`config.mk`:
```
export PLATFORM = sky130hd
export DESIGN_NAME = spo_out
export DESIGN_NICKNAME = d
export VERILOG_FILES = /design/src/rtl/spo_pkg.sv /design/src/rtl/spo_out.sv
export SDC_FILE = /design/constraint.sdc
export NUM_CORES = 1
export LEC_CHECK = 0
export BUFFER_PORTS_ARGS = -buffer_cell sky130_fd_sc_hd__clkbuf_2
export CORE_MARGIN = 2
export CORE_UTILIZATION = 40
export DETAILED_ROUTE_END_ITERATION = 10
export GPL_TIMING_DRIVEN = 0
export PLACE_DENSITY_LB_ADDON = 0.2
export SKIP_LAST_GASP = 1
export SLEW_MARGIN = 20
export SYNTH_ARGS = -nofsm -noshare
export SYNTH_HDL_FRONTEND = slang
export SYNTH_SLANG_ARGS = --single-unit
export TNS_END_PERCENT = 100
```
`constraint.sdc`:
```
create_clock -name clk -period 2.49 [get_ports clk]
set_input_delay 0.3735 -clock clk [delete_from_list [all_inputs] [get_ports clk]]
set_output_delay 0.3735 -clock clk [all_outputs]
set_load 0.01 [all_outputs]
```
`src/rtl/spo_pkg.sv`:
```
// ----------------------------------------------------------------------------
// spo_pkg
// Shared types, constants and the quarter-wave sine table builder for the
// sine phase oscillator.
// ----------------------------------------------------------------------------
package spo_pkg;

  localparam int PHASE_BITS      = 32;
  localparam int STEP_BITS       = 32;
  localparam int TABLE_ADDR_BITS = 10;
  localparam int SAMPLE_BITS     = 16;
  localparam int TIME_BITS       = 48;
  localparam int TABLE_SIZE      = 1 << TABLE_ADDR_BITS;

  typedef logic        [PHASE_BITS-1:0]      phase_t;
  typedef logic signed [STEP_BITS-1:0]       step_t;
  typedef logic        [TIME_BITS-1:0]       time_t;
  typedef logic signed [SAMPLE_BITS-1:0]     sample_t;
  typedef logic        [TABLE_ADDR_BITS-1:0] addr_t;
  typedef logic        [SAMPLE_BITS-1:0]     rom_word_t;
  typedef rom_word_t                         rom_t [TABLE_SIZE];

  // peak amplitude of the sine
  localparam sample_t PEAK = sample_t'((64'd1 << (SAMPLE_BITS - 1)) - 64'd1);

  // pi/2 in Q30 and unity in Q30
  localparam longint unsigned HALF_PI_Q30 = 64'd1686629713;
  localparam longint          ONE_Q30     = 64'sd1 << 30;

  // control that travels with one tick from the phase stage to the output
  typedef struct packed {
    logic advance;   // tick is newer than the last one taken, or none taken yet
    logic negate;    // lower half of the cycle
    logic use_peak;  // in the odd quadrant at table index zero (a quarter or three quarters)
  } lookup_ctl_t;

  // taylor divisor (2k)(2k+1) for term k
  function automatic longint unsigned taylor_div(input int k);
    longint unsigned d;
    case (k)
      1:       d = 64'd6;
      2:       d = 64'd20;
      3:       d = 64'd42;
      4:       d = 64'd72;
      5:       d = 64'd110;
      default: d = 64'd156;
    endcase
    return d;
  endfunction

  // unsigned shift and subtract division, used while building the table
  function automatic longint unsigned udiv64(input longint unsigned num,
                                             input longint unsigned den);
    longint unsigned quo;
    longint unsigned rem;
    quo = '0;
    rem = '0;
    for (int b = 63; b >= 0; b--) begin
      rem = {rem[62:0], num[b]};
      if (rem >= den) begin
        rem    = rem - den;
        quo[b] = 1'b1;
      end
    end
    return quo;
  endfunction

  // quarter-wave table, evaluated at elaboration
  function automatic rom_t build_rom();
    rom_t            r;
    longint unsigned x;
    longint unsigned x2;
    longint unsigned term;
    longint          sum;
    longint          v;
    for (int i = 0; i < TABLE_SIZE; i++) begin
      x    = (HALF_PI_Q30 * longint'(i)) >> TABLE_ADDR_BITS;
      x2   = (x * x) >> 30;
      term = x;
      sum  = longint'(x);
      for (int k = 1; k <= 6; k++) begin
        term = udiv64((term * x2) >> 30, taylor_div(k));
        if ((k % 2) == 1) begin
          sum = sum - longint'(term);
        end else begin
          sum = sum + longint'(term);
        end
      end
      if (sum < 0) begin
        sum = 0;
      end
      if (sum > ONE_Q30) begin
        sum = ONE_Q30;
      end
      v = (sum * longint'(PEAK) + (ONE_Q30 / 2)) >>> 30;
      if (v > longint'(PEAK)) begin
        v = longint'(PEAK);
      end
      r[i] = rom_word_t'(v);
    end
    return r;
  endfunction

endpackage

```
`src/rtl/spo_out.sv`:
```
// ----------------------------------------------------------------------------
// spo_out
// Lookup stage and output register. Applies the quadrant sign, substitutes
// the held sample for stale ticks and presents the result beat.
// ----------------------------------------------------------------------------
module spo_out (
  input  logic                 clk,
  input  logic                 rst_n,
  input  logic                 load,
  input  spo_pkg::lookup_ctl_t ctl,
  input  spo_pkg::rom_word_t   rom_data,
  input  logic                 out_ready,
  output logic                 stage_free,
  output logic                 out_valid,
  output spo_pkg::sample_t     out_sample
);
  import spo_pkg::*;

  logic        lk_valid_r;
  lookup_ctl_t lk_ctl_r;
  logic        out_valid_r;
  sample_t     out_sample_r;
  sample_t     held_r;
  logic        out_free;
  logic        lk_move;
  sample_t     mag;
  sample_t     sample_nxt;

  // pipeline flow
  assign out_free   = !out_valid_r || out_ready;
  assign lk_move    = lk_valid_r && out_free;
  assign stage_free = !lk_valid_r || out_free;

  // signed sample from table word and quadrant, or the held sample for a stale tick
  always_comb begin
    mag = lk_ctl_r.use_peak ? PEAK : sample_t'(rom_data);
    if (!lk_ctl_r.advance) begin
      sample_nxt = held_r;
    end else if (lk_ctl_r.negate) begin
      sample_nxt = -mag;
    end else begin
      sample_nxt = mag;
    end
  end

  // lookup stage control
  always_ff @(posedge clk) begin
    if (!rst_n) begin
      lk_valid_r <= 1'b0;
    end else if (stage_free) begin
      lk_valid_r <= load;
    end
  end

  always_ff @(posedge clk) begin
    if (load && stage_free) begin
      lk_ctl_r <= ctl;
    end
  end

  // output register and held sample
  always_ff @(posedge clk) begin
    if (!rst_n) begin
      out_valid_r <= 1'b0;
      held_r      <= '0;
    end else begin
      if (out_free) begin
        out_valid_r <= lk_valid_r;
      end
      if (lk_move) begin
        held_r <= sample_nxt;
      end
    end
  end

  always_ff @(posedge clk) begin
    if (lk_move) begin
      out_sample_r <= sample_nxt;
    end
  end

  assign out_valid  = out_valid_r;
  assign out_sample = out_sample_r;

endmodule

```
==> reports/summary.txt <==
Arrival @ worst endpoint -> 2550 ps
CP max FO -> 9
first-pass GRT wire length -> 7290 um
Core ar. -> 4660 um^2
Chip Height -> 73.2 um
antenna fix cells -> 0
via count -> 1634
crit-path cells -> buf_6, buf_4, or3_1, o41a_1, or4_4, a31oi_4
max-slew violations -> 0
WP buf/inv -> 2
Critical Path Slowest Stage Cell -> or4_4
overall routing resource usage -> 0.183
Ports -> 41
worst vdd ir -> 0.266 mV
Layout Area Growth over Synthesis -> 27.7%
skew final -> 7.54 ps
GR Util met1 -> 0.236
actual slew at the worst max-slew pin -> 797 ps
Crit. End Element -> flip-flop
initial core utilization -> 0.410
H-tree levels -> 2
fmax -> 414 MHz
CTS tree -> built
Site Rows -> 25
CP Data Required Time -> 2630 ps
Util after Layout -> 0.524
synthesized area per cell -> 9.96 um^2
hold crit path type -> input pin to flip-flop
hold path cells -> 1
period utilization -> 0.970
Mapped Cells -> 192
Pre-antenna DRT Iters -> 5
syn nets -> 216
final instance area -> 2440 um^2
DP Area -> 2240 um^2
Synth Cell Area -> 1910 um^2
largest net degree at the start of global routing -> 20
RSZ-0062 raised after global routing -> true
grt peak-use layer -> met2
final hold viol count -> 0
residual DRC count -> 0
final setup fails -> 0
Worst R2R Path Depth -> 6
port bufs -> 40
status -> finished, final reports clean
Syn. warnings -> 0
DR iter-0 viols -> 113
Final HPWL DP -> 3260 um
headroom to the max-slew limit -> 0.468
Hold EP -> lk_ctl_r[1]$_DFFE_PP_
setup slack, reg-to-reg -> 80 ps
clock sink count -> 37
Final #Nets -> 266
Yosys cell types -> 47
die width -> 73.2 um
post-cts hold buffer count -> 0
Max Cap Viol -> 0
sequential element share of the synthesized area -> 0.487
met3 usage -> 0.0387
initial antenna violation count -> 0
CP delay by family, top -> simple AND/OR/NAND/NOR gates
Via-to-Cell Ratio -> 5.50
layout cells sized above 1 -> 0.321
pwr/cell area -> 636 nW/um^2
worst skew pair latency -> 290 ps
Post-Route WL -> 4660 um
startpoint types -> flip-flop
Pleak -> 0.994 nW
Root Driver -> clkbuf_8
#FFs+latches synth -> 37
WS Path Type -> flip-flop to flip-flop
clk slew on worst S/H paths -> 70 ps
GR Overflow Total -> 0
critical path's largest stage delay -> 520 ps
reg2reg start -> lk_ctl_r[0]$_DFFE_PP_
total negative slack -> 0 ps
min Tclk post-route -> 2410 ps
Num CTS Buffers -> 5
Placer Congestion -> 0.874
wire per inst -> 15.7 um
met2 Use GR -> 0.295
worst flop-to-flop path endpoint -> out_sample[14]$_DFFE_PP_
vias in the first global route -> 1528
die area -> 5350 um^2
Hold Path Origin -> ctl[1]
clock buffer depth -> 2
Routed Antenna Nets -> 0
[worst max path at each step]
stage,start,end,cells past startpoint
detailed placement,lk_ctl_r[0]$_DFFE_PP_,out_sample[10]$_DFFE_PP_,10
global route,lk_ctl_r[0]$_DFFE_PP_,out_sample[14]$_DFFE_PP_,6
global placement,lk_ctl_r[0]$_DFFE_PP_,out_sample[10]$_DFFE_PP_,10
floorplan,lk_ctl_r[0]$_DFFE_PP_,out_sample[10]$_DFFE_PP_,10
CTS,lk_ctl_r[0]$_DFFE_PP_,out_sample[14]$_DFFE_PP_,6
finish,lk_ctl_r[0]$_DFFE_PP_,out_sample[14]$_DFFE_PP_,6
[per-layer routing]
layer  vias to the layer above  share of wire
li1                        815              -
met1                       782           0.45
met2                        29           0.49
met3                         8          0.035
met4                         0          0.022
met5                         -              0
[area by class of cell]
type | instances | area, um^2
inverters | 5 | 18.8
fillers | 439 | 2220
flip-flops and latches | 37 | 931
clock inverters | 3 | 65.1
clock buffers | 5 | 68.8
multi-input cells | 139 | 992
well taps | 54 | 67.6
repair buffers | 45 | 238
plain buffers | 9 | 62.6
[kinds of logic (layout without fill, tap and decap cells)]
group | Yosys count | count (layout) | share of synthesized area
and+or+nand+nor | 66 | 66 | 0.182
AOI/OAI and AO/OA | 61 | 61 | 0.232
DFF | 37 | 37 | 0.487
buffers and inverters | 16 | 67 | 0.0392
xor gates and xnor gates | 8 | 8 | 0.0366
muxes | 3 | 3 | 0.0170
adders and majority gates | 1 | 1 | 0.00654
[what timing repair did]
item                                    in CTS  in global routing
buffers inserted                             4                  1
pin swaps                                    4                  4
resized for setup                            0                  6
endpoints found under the setup margin      10                  8
[registers in the layout, summed over array words and instances (netlist names)]
register and count:
out_sample 16, lk_ctl_r 3, lk_valid_r 1, held_r 16, out_valid 1
[where the power goes]
part | internal [mW] | total [mW] | switching (mW)
sequential | 0.683 | 0.699 | 0.0153
combinational | 0.104 | 0.243 | 0.139
clock | 0.398 | 0.614 | 0.216
total | 1.18 | 1.56 | 0.370
[cells in the mapped netlist (all sizes together)]
cell type	n	share of area
o31ai	1	0.0039
nor2b	5	0.016
nand4	1	0.0033
o21a	1	0.0039
a311oi	1	0.0078
and2	2	0.0079
nor3	1	0.0026
inv	5	0.0098
nand2	3	0.0059
nor2	31	0.061
xor2	3	0.014
and3	2	0.0065
or4b	1	0.0072
a211o	2	0.0092
o211ai	3	0.012
nor4	1	0.0033
o21ba	2	0.010
xnor2	5	0.023
a31oi	7	0.023
a41oi	1	0.0046
nand2b	3	0.0098
o41ai	5	0.037
or2	3	0.0098
nand3	2	0.0052
ha	1	0.0065
mux2	2	0.012
a31o	2	0.0092
clkbuf	9	0.018
a2111oi	1	0.0046
buf	2	0.012
o211a	2	0.010
o41a	2	0.012
a211oi	2	0.0078
dfxtp	18	0.19
or3	7	0.023
edfxtp	19	0.30
or3b	1	0.0046
a21oi	13	0.034
a21o	1	0.0039
o21ai	15	0.039
or4	3	0.016
mux2i	1	0.0052
[placed cells by master (no fill, tap or decap), types with 3 or more instances in the layout]
cell,count
clkbuf_2,40
a21oi_1,13
edfxtp_1,19
xor2_1,3
buf_4,5
dfxtp_1,18
inv_1,5
o21ai_0,14
nand2b_1,3
xnor2_1,5
nand2_1,3
o41ai_4,3
nor2b_1,5
nor2_1,29
clkbuf_1,7
a31oi_1,6
o211ai_1,3
clkbuf_8,5
or2_2,3
or3_1,7
[per-stage QoR]
stage | setup WS [ps] | std cells | power, mW | hold WS [ps]
floorplan | 18.4 | 192 | 0.861 | 461
global placement | -133 | 286 | 0.936 | 477
detailed placement | -154 | 286 | 0.939 | 494
CTS | 27.4 | 296 | 1.56 | 242
global route | -35.2 | 297 | 1.62 | 243
finish | 75.5 | 297 | 1.56 | 252
Note: power is estimated with default switching activity, not from simulation.
