===== config.mk =====
export PLATFORM = sky130hd
export DESIGN_NAME = spo_phase
export DESIGN_NICKNAME = d
export VERILOG_FILES = /design/src/rtl/spo_pkg.sv /design/src/rtl/spo_phase.sv
export SDC_FILE = /design/constraint.sdc
export NUM_CORES = 1
export LEC_CHECK = 0
export BUFFER_PORTS_ARGS = -buffer_cell sky130_fd_sc_hd__buf_2
export CAP_MARGIN = 10
export CORE_ASPECT_RATIO = 0.7
export CORE_MARGIN = 3
export CORE_UTILIZATION = 45
export CTS_BUF_LIST = sky130_fd_sc_hd__clkbuf_8 sky130_fd_sc_hd__clkbuf_16
export CTS_CLUSTER_DIAMETER = 30
export CTS_CLUSTER_SIZE = 24
export DETAILED_ROUTE_END_ITERATION = 8
export PLACE_DENSITY = 0.7
export SYNTH_ARGS = -nofsm -noshare
export SYNTH_HDL_FRONTEND = slang
export SYNTH_SLANG_ARGS = --single-unit
export TNS_END_PERCENT = 20

===== constraint.sdc =====
create_clock -name clk -period 5.57 [get_ports clk]
set_input_delay 1.114 -clock clk [delete_from_list [all_inputs] [get_ports clk]]
set_output_delay 1.114 -clock clk [all_outputs]
set_load 0.01 [all_outputs]

===== src/rtl/spo_pkg.sv =====
// ----------------------------------------------------------------------------
// spo_pkg
// Shared types, constants and the quarter-wave sine table builder for the
// sine phase oscillator.
// ----------------------------------------------------------------------------
package spo_pkg;

  localparam int PHASE_BITS      = 32;
  localparam int STEP_BITS       = 32;
  localparam int TABLE_ADDR_BITS = 10;
  localparam int SAMPLE_BITS     = 16;
  localparam int TIME_BITS       = 48;
  localparam int TABLE_SIZE      = 1 << TABLE_ADDR_BITS;

  typedef logic        [PHASE_BITS-1:0]      phase_t;
  typedef logic signed [STEP_BITS-1:0]       step_t;
  typedef logic        [TIME_BITS-1:0]       time_t;
  typedef logic signed [SAMPLE_BITS-1:0]     sample_t;
  typedef logic        [TABLE_ADDR_BITS-1:0] addr_t;
  typedef logic        [SAMPLE_BITS-1:0]     rom_word_t;
  typedef rom_word_t                         rom_t [TABLE_SIZE];

  // peak amplitude of the sine
  localparam sample_t PEAK = sample_t'((64'd1 << (SAMPLE_BITS - 1)) - 64'd1);

  // pi/2 in Q30 and unity in Q30
  localparam longint unsigned HALF_PI_Q30 = 64'd1686629713;
  localparam longint          ONE_Q30     = 64'sd1 << 30;

  // control that travels with one tick from the phase stage to the output
  typedef struct packed {
    logic advance;   // tick is newer than the last one taken, or none taken yet
    logic negate;    // lower half of the cycle
    logic use_peak;  // in the odd quadrant at table index zero (a quarter or three quarters)
  } lookup_ctl_t;

  // taylor divisor (2k)(2k+1) for term k
  function automatic longint unsigned taylor_div(input int k);
    longint unsigned d;
    case (k)
      1:       d = 64'd6;
      2:       d = 64'd20;
      3:       d = 64'd42;
      4:       d = 64'd72;
      5:       d = 64'd110;
      default: d = 64'd156;
    endcase
    return d;
  endfunction

  // unsigned shift and subtract division, used while building the table
  function automatic longint unsigned udiv64(input longint unsigned num,
                                             input longint unsigned den);
    longint unsigned quo;
    longint unsigned rem;
    quo = '0;
    rem = '0;
    for (int b = 63; b >= 0; b--) begin
      rem = {rem[62:0], num[b]};
      if (rem >= den) begin
        rem    = rem - den;
        quo[b] = 1'b1;
      end
    end
    return quo;
  endfunction

  // quarter-wave table, evaluated at elaboration
  function automatic rom_t build_rom();
    rom_t            r;
    longint unsigned x;
    longint unsigned x2;
    longint unsigned term;
    longint          sum;
    longint          v;
    for (int i = 0; i < TABLE_SIZE; i++) begin
      x    = (HALF_PI_Q30 * longint'(i)) >> TABLE_ADDR_BITS;
      x2   = (x * x) >> 30;
      term = x;
      sum  = longint'(x);
      for (int k = 1; k <= 6; k++) begin
        term = udiv64((term * x2) >> 30, taylor_div(k));
        if ((k % 2) == 1) begin
          sum = sum - longint'(term);
        end else begin
          sum = sum + longint'(term);
        end
      end
      if (sum < 0) begin
        sum = 0;
      end
      if (sum > ONE_Q30) begin
        sum = ONE_Q30;
      end
      v = (sum * longint'(PEAK) + (ONE_Q30 / 2)) >>> 30;
      if (v > longint'(PEAK)) begin
        v = longint'(PEAK);
      end
      r[i] = rom_word_t'(v);
    end
    return r;
  endfunction

endpackage


===== src/rtl/spo_phase.sv =====
// ----------------------------------------------------------------------------
// spo_phase
// Phase accumulator and time stamp tracking. Decides whether an accepted
// tick advances, and forms the mirrored table address from the phase.
// ----------------------------------------------------------------------------
module spo_phase (
  input  logic                 clk,
  input  logic                 rst_n,
  input  logic                 accept,
  input  spo_pkg::time_t       tick_time,
  input  spo_pkg::step_t       phase_step,
  output spo_pkg::addr_t       rom_addr,
  output spo_pkg::lookup_ctl_t ctl
);
  import spo_pkg::*;

  phase_t phase_r;
  phase_t phase_nxt;
  time_t  last_time_r;
  logic   seen_r;
  logic   advance;
  logic   [1:0] quadrant;
  addr_t  idx;

  // tick is newer than the last one, or nothing taken yet
  assign advance = !seen_r || (tick_time > last_time_r);

  // quadrant and fine index from the phase before the step
  assign quadrant = phase_r[PHASE_BITS-1 -: 2];
  assign idx      = phase_r[PHASE_BITS-3 -: TABLE_ADDR_BITS];

  // odd quadrants read the table backwards
  assign rom_addr = quadrant[0] ? addr_t'(-idx) : idx;

  always_comb begin
    ctl.advance  = advance;
    ctl.negate   = quadrant[1];
    ctl.use_peak = quadrant[0] && (idx == '0);
  end

  // step wraps modulo one cycle, negative steps included
  assign phase_nxt = phase_r + phase_t'(phase_step);

  always_ff @(posedge clk) begin
    if (!rst_n) begin
      phase_r     <= '0;
      last_time_r <= '0;
      seen_r      <= 1'b0;
    end else if (accept && advance) begin
      phase_r     <= phase_nxt;
      last_time_r <= tick_time;
      seen_r      <= 1'b1;
    end
  end

endmodule


==> run metrics, run 1 <==
status finished, final reports clean; drt via density 5.46; DRT iter0 DRCs 264; max cap viols 0; Worst path slowest cell nor4_1; worst-margin pin slew 728 ps; Port Buf Inserts 95; H-tree levels 3; Final Util 54.1%; DRT Wirelength 14200 um; Synthesized Nets 894; Max VDD drop 0.145 mV; HP Class flop to flop; Req. time, crit path 4460 ps; Max Slew Vio Count 0; TritonCTS clock tree done; Core Area 12700 sq um; Vias 5342; Crit Path Class primary input to output port; initial core utilization 47.2%; hold-fix buffer count after cts 0; Post-Syn Area 6010 sq um; Fmax 0.229 GHz; Resize count post-CTS 0; RD Place Congestion 0.891; setup ws final 1210 ps; Worst path most repeated cell buf_2; number of buffers on the longest clock path 2; Num CTS Buffers 9; Post-DRT Antenna Nets 0; xor/xnor share of the synthesized area 4.37%; average routed wire per standard cell 14.5 um; area of the die 14800 sq um; Skew-Pair Late Insertion Delay 350 ps; post-synthesis mux area share 8.69%; Synth Area in Compound Gates 18.4%; power per cell area 286 nW/um^2; Root Buffer clkbuf_16; chip width 144 um; worst clock skew 7.85 ps; Yosys cell types 68; setup bufs post-CTS 0; Nets 975; commonest non-fill, non-tap cells in the layout buf_2, dfxtp_1, ha_1, nor2_1, nand2_1; Die H 103 um; Tot Pwr 1.97 mW; unrepaired setup endpoints after global routing false; Post-Synth Simple-Gate Area 18.0%; LEAKAGE 3.21 nW; Main synth FF type dfxtp_1; crit start category primary input; fin crit period 4360 ps; Slew HR 51.5%; period utilization 78.3%; DR pass1 iterations 5; antenna violations before repair 0; total global routing overflow 0; Adder-Cell Fraction of Synth Area 17.0%; largest net degree at the start of global routing 55; leading cell type in the layout, fill and taps excluded buf_2; final hold violation count 0; Final setup viols 0; GR Util All Layers 19.1%; share of cells above drive strength 1 15.4%; row cnt 34; sequential area share after synthesis 27.0%; CP arrival 3250 ps; final HPWL from detailed placement 10700 um; residual DRC count 0; synthesis-stage register bit count 81; Sink Count 81; Worst Path Max Fanout 3; Ports 96; CP max stage delay 500 ps; # fillers 1212; DP Worst Slack 1180 ps; total negative setup slack 0 ps; clock slew at reported path FFs 70 ps; cell breakdown of the critical path buf_2 > ha_1 > nand4_1 > nor4_1 > nand3_1 > a31oi_1 > nor3_1 > o21ai_0 > buf_2; Mapped Avg Cell Area 8.23 sq um; Synth warnings 0; Async SR Flop Fraction 0%; Post-Syn Instances 730; number of global-route vias before repair 4719; EDFF count, synth 0; largest family of logic cells by synthesized area compound AO/OA/AOI/OAI gates; CP endpoint kind output port; first-pass GRT wire length 22700 um; area growth from synthesis to layout 14.6%
## power breakdown
part	internal, mW	switching (mW)	leakage, nW	total (mW)
Combinational	0.293	0.366	2.40	0.660
Clock	0.356	0.270	0.149	0.626
Sequential	0.638	0.0455	0.668	0.684
Total	1.29	0.682	3.21	1.97
## sequential cells by signal, indices dropped and copies added (netlist names)
register / count
last_time_r: 48
phase_r: 32
seen_r: 1
## critical path: cells and delay by family
| kind | cells | cell delay, ps |
|---|---|---|
| AOI/OAI and AO/OA | 2 | 620 |
| adders and majority gates | 1 | 310 |
| buffers and inverters | 2 | 270 |
| and+or+nand+nor | 4 | 930 |
## routing by layer
metal / vias up / GRT usage [%] / part of all wire, %
li1: 2766 / - / -
met1: 2426 / 28.1 / 52
met2: 136 / 28.6 / 41
met3: 14 / 3.94 / 5.7
met4: 0 / 4.78 / 1.2
met5: - / 0 / 0
## final cells by class
cell class	instances	area, sq um	area share, %
inverters	60	225	3.27
clock buffers	9	225	3.27
multi-input cells	560	4010	58.2
diodes	1	2.50	0.0364
flip-flops and latches	81	1620	23.6
well taps	162	203	2.94
clock inverters	7	83.8	1.22
repair buffers	99	518	7.52
## logic make-up (layout without fill, tap and decap cells)
family,count (synthesis),count (layout)
AO/OA/AOI/OAI,166,166
other,0,1
flip-flops,81,81
buffers and inverters,89,175
multiplexers,52,52
adder cells (fa/ha/maj),81,81
XOR/XNOR,30,30
AND/OR/NAND/NOR,231,231
## final timing paths
kind,start,to,slack (ps),cells after the start
setup / recovery,tick_time[43],ctl[2],1210,9
hold / removal,phase_r[3],phase_r[3],460,2
setup reg to reg,last_time_r[41],last_time_r[8],2100,10
hold reg to reg,phase_r[3],phase_r[3],460,2
## cell usage after synthesis (2+ instances only)
cell,instances,area share [%]
nor2b_1,5,0.52
buf_4,9,1.1
o21a_1,6,0.75
and3_1,9,0.94
nor4_1,4,0.42
o21bai_1,3,0.37
o21ai_1,7,0.58
a2111o_1,2,0.37
nand4_1,18,1.9
dfxtp_1,81,27
nor2_1,75,4.7
buf_2,3,0.25
a31oi_1,6,0.62
nand3b_1,3,0.37
a221oi_1,4,0.58
o21ai_0,22,1.8
mux2i_1,51,8.5
a21o_1,21,2.6
o211ai_1,7,0.87
ha_1,80,17
nor4b_1,2,0.29
xnor2_1,19,2.8
o31ai_1,4,0.50
a21oi_1,52,4.3
a211oi_1,10,1.2
a221o_1,2,0.33
nand2_1,67,4.2
or3_1,4,0.42
clkbuf_1,15,0.94
nand3_1,20,1.7
and2_1,2,0.21
inv_1,59,3.7
nor3_1,8,0.67
nand2b_1,6,0.62
xor2_1,11,1.6
## per-stage QoR
| step | hold slack (ps) | instance area, sq um | cells |
|---|---|---|---|
| after floorplan | 436 | 6010 | 730 |
| after global placement | 445 | 6570 | 962 |
| after detailed placement | 452 | 6570 | 962 |
| after CTS | 460 | 6880 | 978 |
| after global routing | 479 | 6880 | 978 |
| final | 459 | 6880 | 979 |
(Power assumes the default switching activity.)
==> run 2, diff against run 1 <==
==> constraint.sdc (replaced) <==
create_clock -name clk -period 4.1 [get_ports clk]
set_input_delay 0.82 -clock clk [delete_from_list [all_inputs] [get_ports clk]]
set_output_delay 0.82 -clock clk [all_outputs]
set_load 0.01 [all_outputs]
==> run metrics, run 2 (synthesis results as in run 1) <==
Root Buffer clkbuf_16; first-pass GRT wire length 23400 um (+3.0%); Num CTS Buffers 9 (unchanged); share of cells above drive strength 1 15.7% (+0.29 points); Final setup viols 0 (unchanged); commonest non-fill, non-tap cells in the layout buf_2, dfxtp_1, ha_1, nor2_1, nand2_1; Nets 979 (+0.41%); Crit Path Class primary input to output port; power per cell area 385 nW/um^2 (+34%); LEAKAGE 3.24 nW (+0.65%); HP Class flop to flop; DRT iter0 DRCs 344 (+30%); Skew-Pair Late Insertion Delay 340 ps (about the same); area growth from synthesis to layout 15.0%; WHS 460 ps (+1.90 ps); Fmax 0.264 GHz; Vias 5272 (-1.3%); leading cell type in the layout, fill and taps excluded buf_2; antenna violations before repair 0 (unchanged); drt via density 5.37 (-1.6%); Worst path most repeated cell buf_2; row cnt 34 (unchanged); Slew HR 33.0% (-18 points); reg2reg setup slack 770 ps (-1330 ps); Post-DRT Antenna Nets 0 (unchanged); Req. time, crit path 3280 ps (-1180 ps); CP max stage delay 520 ps (+20 ps); DRT Wirelength 14100 um (-0.78%); unrepaired setup endpoints after global routing false; Max VDD drop 0.203 mV (+40%); final hold violation count 0 (unchanged); Ports 96 (unchanged); worst clock skew 8.86 ps (+1.00 ps); biggest registers after layout last_time_r x48, phase_r x32, seen_r x1; total negative setup slack 0 ps (unchanged); DR pass1 iterations 5 (unchanged); ANT cells 0 (-1); CP arrival 2970 ps (-280 ps); hold-fix buffer count after cts 0 (unchanged); largest reg by FF count last_time_r; Core Area 12700 sq um (unchanged); final HPWL from detailed placement 10800 um (+1.2%); status finished, final reports clean; chip width 144 um (unchanged); number of flip-flops in the largest register 48 (unchanged); crit start category primary input; cell breakdown of the critical path buf_2 > ha_1 > nand4_1 > nor4_1 > nand3_1 > a31oi_1 > nor3_1 > o21ai_0 > buf_2; Worst Path Max Fanout 3 (unchanged); largest net degree at the start of global routing 55 (unchanged); Port Buf Inserts 95 (unchanged); max cap viols 0 (unchanged); initial core utilization 47.2% (unchanged); area of the die 14800 sq um (unchanged); average routed wire per standard cell 14.3 um (-1.1%); Die H 103 um (unchanged); clock slew at reported path FFs 60 ps (about the same); Worst path slowest cell nor4_1; total global routing overflow 0 (unchanged); number of global-route vias before repair 4886 (+3.5%); RD Place Congestion 0.901 (+1.1%); setup bufs post-CTS 0 (unchanged); worst-margin pin slew 1000 ps (+275 ps); CP endpoint kind output port; GR Util All Layers 19.5% (+0.38 points); Max Slew Vio Count 0 (unchanged); period utilization 92.5%; fin crit period 3790 ps; TritonCTS clock tree done; residual DRC count 0 (unchanged); Final Util 54.3% (+0.20 points); H-tree levels 3 (unchanged); Resize count post-CTS 0 (unchanged); number of buffers on the longest clock path 2 (unchanged); Sink Count 81 (unchanged)
[run 2: changes by cell type in the layout (fill, tap and decap cells not counted), sizes merged]
| cell | change |
|---|---|
| buf | +4 |
| inv | -2 |
| clkbuf | +1 |
| clkinv | +1 |
| diode | -1 |
[run 2: area by class of cell]
type,instances,area (sq um)
fill,1181,5810
clock inverter,6,67.6
inverter,60,225
multi-input combinational,560,4010
clock buffer,10,239
sequential,81,1620
tap,162,203
timing repair buffer,103,548
[run 2: critical path, delay by kind of cell]
family / cells / cell delay [ps]
and+or+nand+nor: 4 / 950
buffers and inverters: 2 / 270
AOI/OAI and AO/OA: 2 / 620
adders and majority gates: 1 / 300
[run 2: power breakdown]
group | switching (mW) | internal [mW] | leakage, nW
Combinational | 0.501 | 0.403 | 2.42
Sequential | 0.0627 | 0.867 | 0.668
Clock | 0.333 | 0.490 | 0.150
Total | 0.897 | 1.76 | 3.24
[run 2: per-layer routing]
layer  GRT usage, %  share of wire (%)  vias up
met5              0                  0        -
met4           5.35                1.3        0
met3           4.36                6.4       19
met2           27.9                 40      124
met1           29.2                 53     2351
li1               -                  -     2778
[run 2: through the flow]
step	cell area, sq um	worst slack (ps)	cells	power [mW]
3_3_place_gp	6600	325	966	1.84
3_5_place_dp	6600	311	966	1.84
4_1_cts	6910	331	982	2.68
2_1_floorplan	6010	773	730	1.61
6_report	6910	309	982	2.66
5_1_grt	6910	166	982	2.85
[run 2: final timing paths]
path | start | cells past startpoint | to
worst min register to register | last_time_r[0] | 2 | last_time_r[0]
worst min-delay path | last_time_r[0] | 2 | last_time_r[0]
worst max-delay path | tick_time[43] | 9 | ctl[2]
worst max register to register | phase_r[0] | 11 | phase_r[28]
==> run 3, diff against run 2 <==
--- a/config.mk
+++ b/config.mk
@@ -6,15 +6,15 @@
 export NUM_CORES = 1
 export LEC_CHECK = 0
 export BUFFER_PORTS_ARGS = -buffer_cell sky130_fd_sc_hd__buf_2
-export CAP_MARGIN = 10
+export CAP_MARGIN = 20
 export CORE_ASPECT_RATIO = 0.7
 export CORE_MARGIN = 3
 export CORE_UTILIZATION = 45
-export CTS_BUF_LIST = sky130_fd_sc_hd__clkbuf_8 sky130_fd_sc_hd__clkbuf_16
 export CTS_CLUSTER_DIAMETER = 30
 export CTS_CLUSTER_SIZE = 24
 export DETAILED_ROUTE_END_ITERATION = 8
 export PLACE_DENSITY = 0.7
+export SKIP_LAST_GASP = 1
 export SYNTH_ARGS = -nofsm -noshare
 export SYNTH_HDL_FRONTEND = slang
 export SYNTH_SLANG_ARGS = --single-unit
==> run metrics, run 3 (synthesis results as in run 1) <==
power per cell area 385 nW/um^2 (about the same); total negative setup slack 0 ps (unchanged); average routed wire per standard cell 14.3 um (unchanged); commonest non-fill, non-tap cells in the layout buf_2, dfxtp_1, ha_1, nor2_1, nand2_1; antenna violations before repair 0 (unchanged); HP Class flop to flop; LEAKAGE 3.23 nW (-0.13%); WHS 460 ps (unchanged); GR Util All Layers 19.5% (unchanged); unrepaired setup endpoints after global routing false; switching pwr 0.897 mW (about the same); initial core utilization 47.2% (unchanged); Ports 96 (unchanged); CP endpoint kind output port; Inst Count DP 966 (unchanged); final instance area 6910 sq um (unchanged); RD Place Congestion 0.901 (unchanged); residual DRC count 0 (unchanged); fin crit period 3790 ps (unchanged); TritonCTS clock tree done; DRT iter0 DRCs 344 (unchanged); Resize count post-CTS 0 (unchanged); Worst path slowest cell nor4_1; max cap viols 0 (unchanged); Final Util 54.3% (unchanged); row cnt 34 (unchanged); Clk pwr share 31.0% (about the same); Sink Count 81 (unchanged); final HPWL from detailed placement 10800 um (unchanged); Skew-Pair Late Insertion Delay 340 ps (about the same); Max VDD drop 0.203 mV (about the same); Crit Path Class primary input to output port; setup bufs post-CTS 0 (unchanged); Nets 979 (unchanged); reg2reg start phase_r[0]; share of cells above drive strength 1 15.7% (unchanged); H-tree levels 3 (unchanged); area growth from synthesis to layout 15.0% (unchanged); crit start category primary input; CP max stage delay 520 ps (about the same); status finished, final reports clean; area of the die 14800 sq um (unchanged); chip width 144 um (unchanged); # fillers 1181 (unchanged); ANT cells 0 (unchanged); largest reg by FF count last_time_r; Port Buf Inserts 95 (unchanged); placed cell areas 6600 sq um (unchanged); setup ws final 309 ps (unchanged); first-pass GRT wire length 23400 um (unchanged); Final setup viols 0 (unchanged); reg2reg setup slack 770 ps (about the same); clock slew at reported path FFs 60 ps (about the same); total global routing overflow 0 (unchanged); Flop pwr share 35.0% (about the same); DR pass1 iterations 5 (unchanged); worst-margin pin slew 1000 ps (unchanged); Worst R2R End phase_r[28]; number of flip-flops in the largest register 48 (unchanged); Die H 103 um (unchanged); Setup crit end ctl[2]; Core Area 12700 sq um (unchanged); largest net degree at the start of global routing 55 (unchanged); switching part of the total 33.7% (-0.034 points); Fmax 0.264 GHz (unchanged); Worst Reg-to-Reg Cells 11 (unchanged); Internal Dissipation 1.76 mW (+0.14%); Post-DRT Antenna Nets 0 (unchanged); number of global-route vias before repair 4886 (unchanged); DP Worst Slack 311 ps (unchanged); CP arrival 2970 ps (about the same); Root Buffer clkbuf_16; Vias 5272 (unchanged); Finished Layout Cells 982 (unchanged); leading cell type in the layout, fill and taps excluded buf_2; final hold violation count 0 (unchanged); Max Slew Vio Count 0 (unchanged); worst clock skew 8.77 ps (-0.0874 ps); register area 1620 sq um (unchanged); Req. time, crit path 3280 ps (about the same); Worst Path Max Fanout 3 (unchanged); DRT Wirelength 14100 um (unchanged); period utilization 92.5% (unchanged); hold-fix buffer count after cts 0 (unchanged); Num CTS Buffers 9 (unchanged); combinational share of power 34.0% (about the same); drt via density 5.37 (unchanged); cell breakdown of the critical path buf_2 > ha_1 > nand4_1 > nor4_1 > nand3_1 > a31oi_1 > nor3_1 > o21ai_0 > buf_2; Slew HR 33.0% (unchanged); Tot Pwr 2.66 mW (about the same); crit path launch tick_time[43]; number of buffers on the longest clock path 2 (unchanged); Worst path most repeated cell buf_2; biggest registers after layout last_time_r x48, phase_r x32, seen_r x1; area of the multi-input gates 4010 sq um (unchanged)
## run 3: cell types whose count changed in the layout (fill, tap and decap cells not counted), sizes merged
cell    previous run  this run
clkbuf            10        11
inv               62        61
## run 3: worst max-delay path, delay by kind of cell
kind | cells | cell delay [ps]
adders and majority gates | 1 | 300
and+or+nand+nor | 4 | 950
AOI/OAI and AO/OA | 2 | 620
buffers and inverters | 2 | 270
## run 3: power groups by stage
stage | Sequential, mW | Combinational (mW) | Clock [mW]
final | 0.930 | 0.904 | 0.826
after global routing | 0.941 | 1.02 | 0.888
after CTS | 0.929 | 0.902 | 0.852
after detailed placement | 0.946 | 0.896 | 0
after global placement | 0.945 | 0.893 | 0
after floorplan | 0.926 | 0.688 | 0
## run 3: worst min-delay path by stage
stage | start | end | slack (ps) | cells after the start
5_1_grt | phase_r[5] | phase_r[5] | 480 | 2
6_report | last_time_r[0] | last_time_r[0] | 460 | 2
4_1_cts | phase_r[4] | phase_r[4] | 460 | 2
3_3_place_gp | phase_r[4] | phase_r[4] | 450 | 2
2_1_floorplan | phase_r[11] | phase_r[11] | 440 | 2
3_5_place_dp | phase_r[4] | phase_r[4] | 450 | 2
## run 3: per-layer routing
metal | global-route usage, % | wire (um) | vias to the layer above
met2 | 27.9 | 5590 | 124
li1 | - | - | 2778
met5 | 0 | 0 | -
met3 | 4.36 | 905 | 19
met4 | 5.35 | 189 | 0
met1 | 29.2 | 7390 | 2351
## run 3: area by class of cell
| cell class | instances | area share, % |
|---|---|---|
| Multi-Input combinational cell | 560 | 58.0 |
| Clock buffer | 11 | 3.51 |
| Tap cell | 162 | 2.93 |
| Timing Repair Buffer | 103 | 7.93 |
| Sequential cell | 81 | 23.5 |
| Clock inverter | 5 | 0.924 |
| Inverter | 60 | 3.26 |
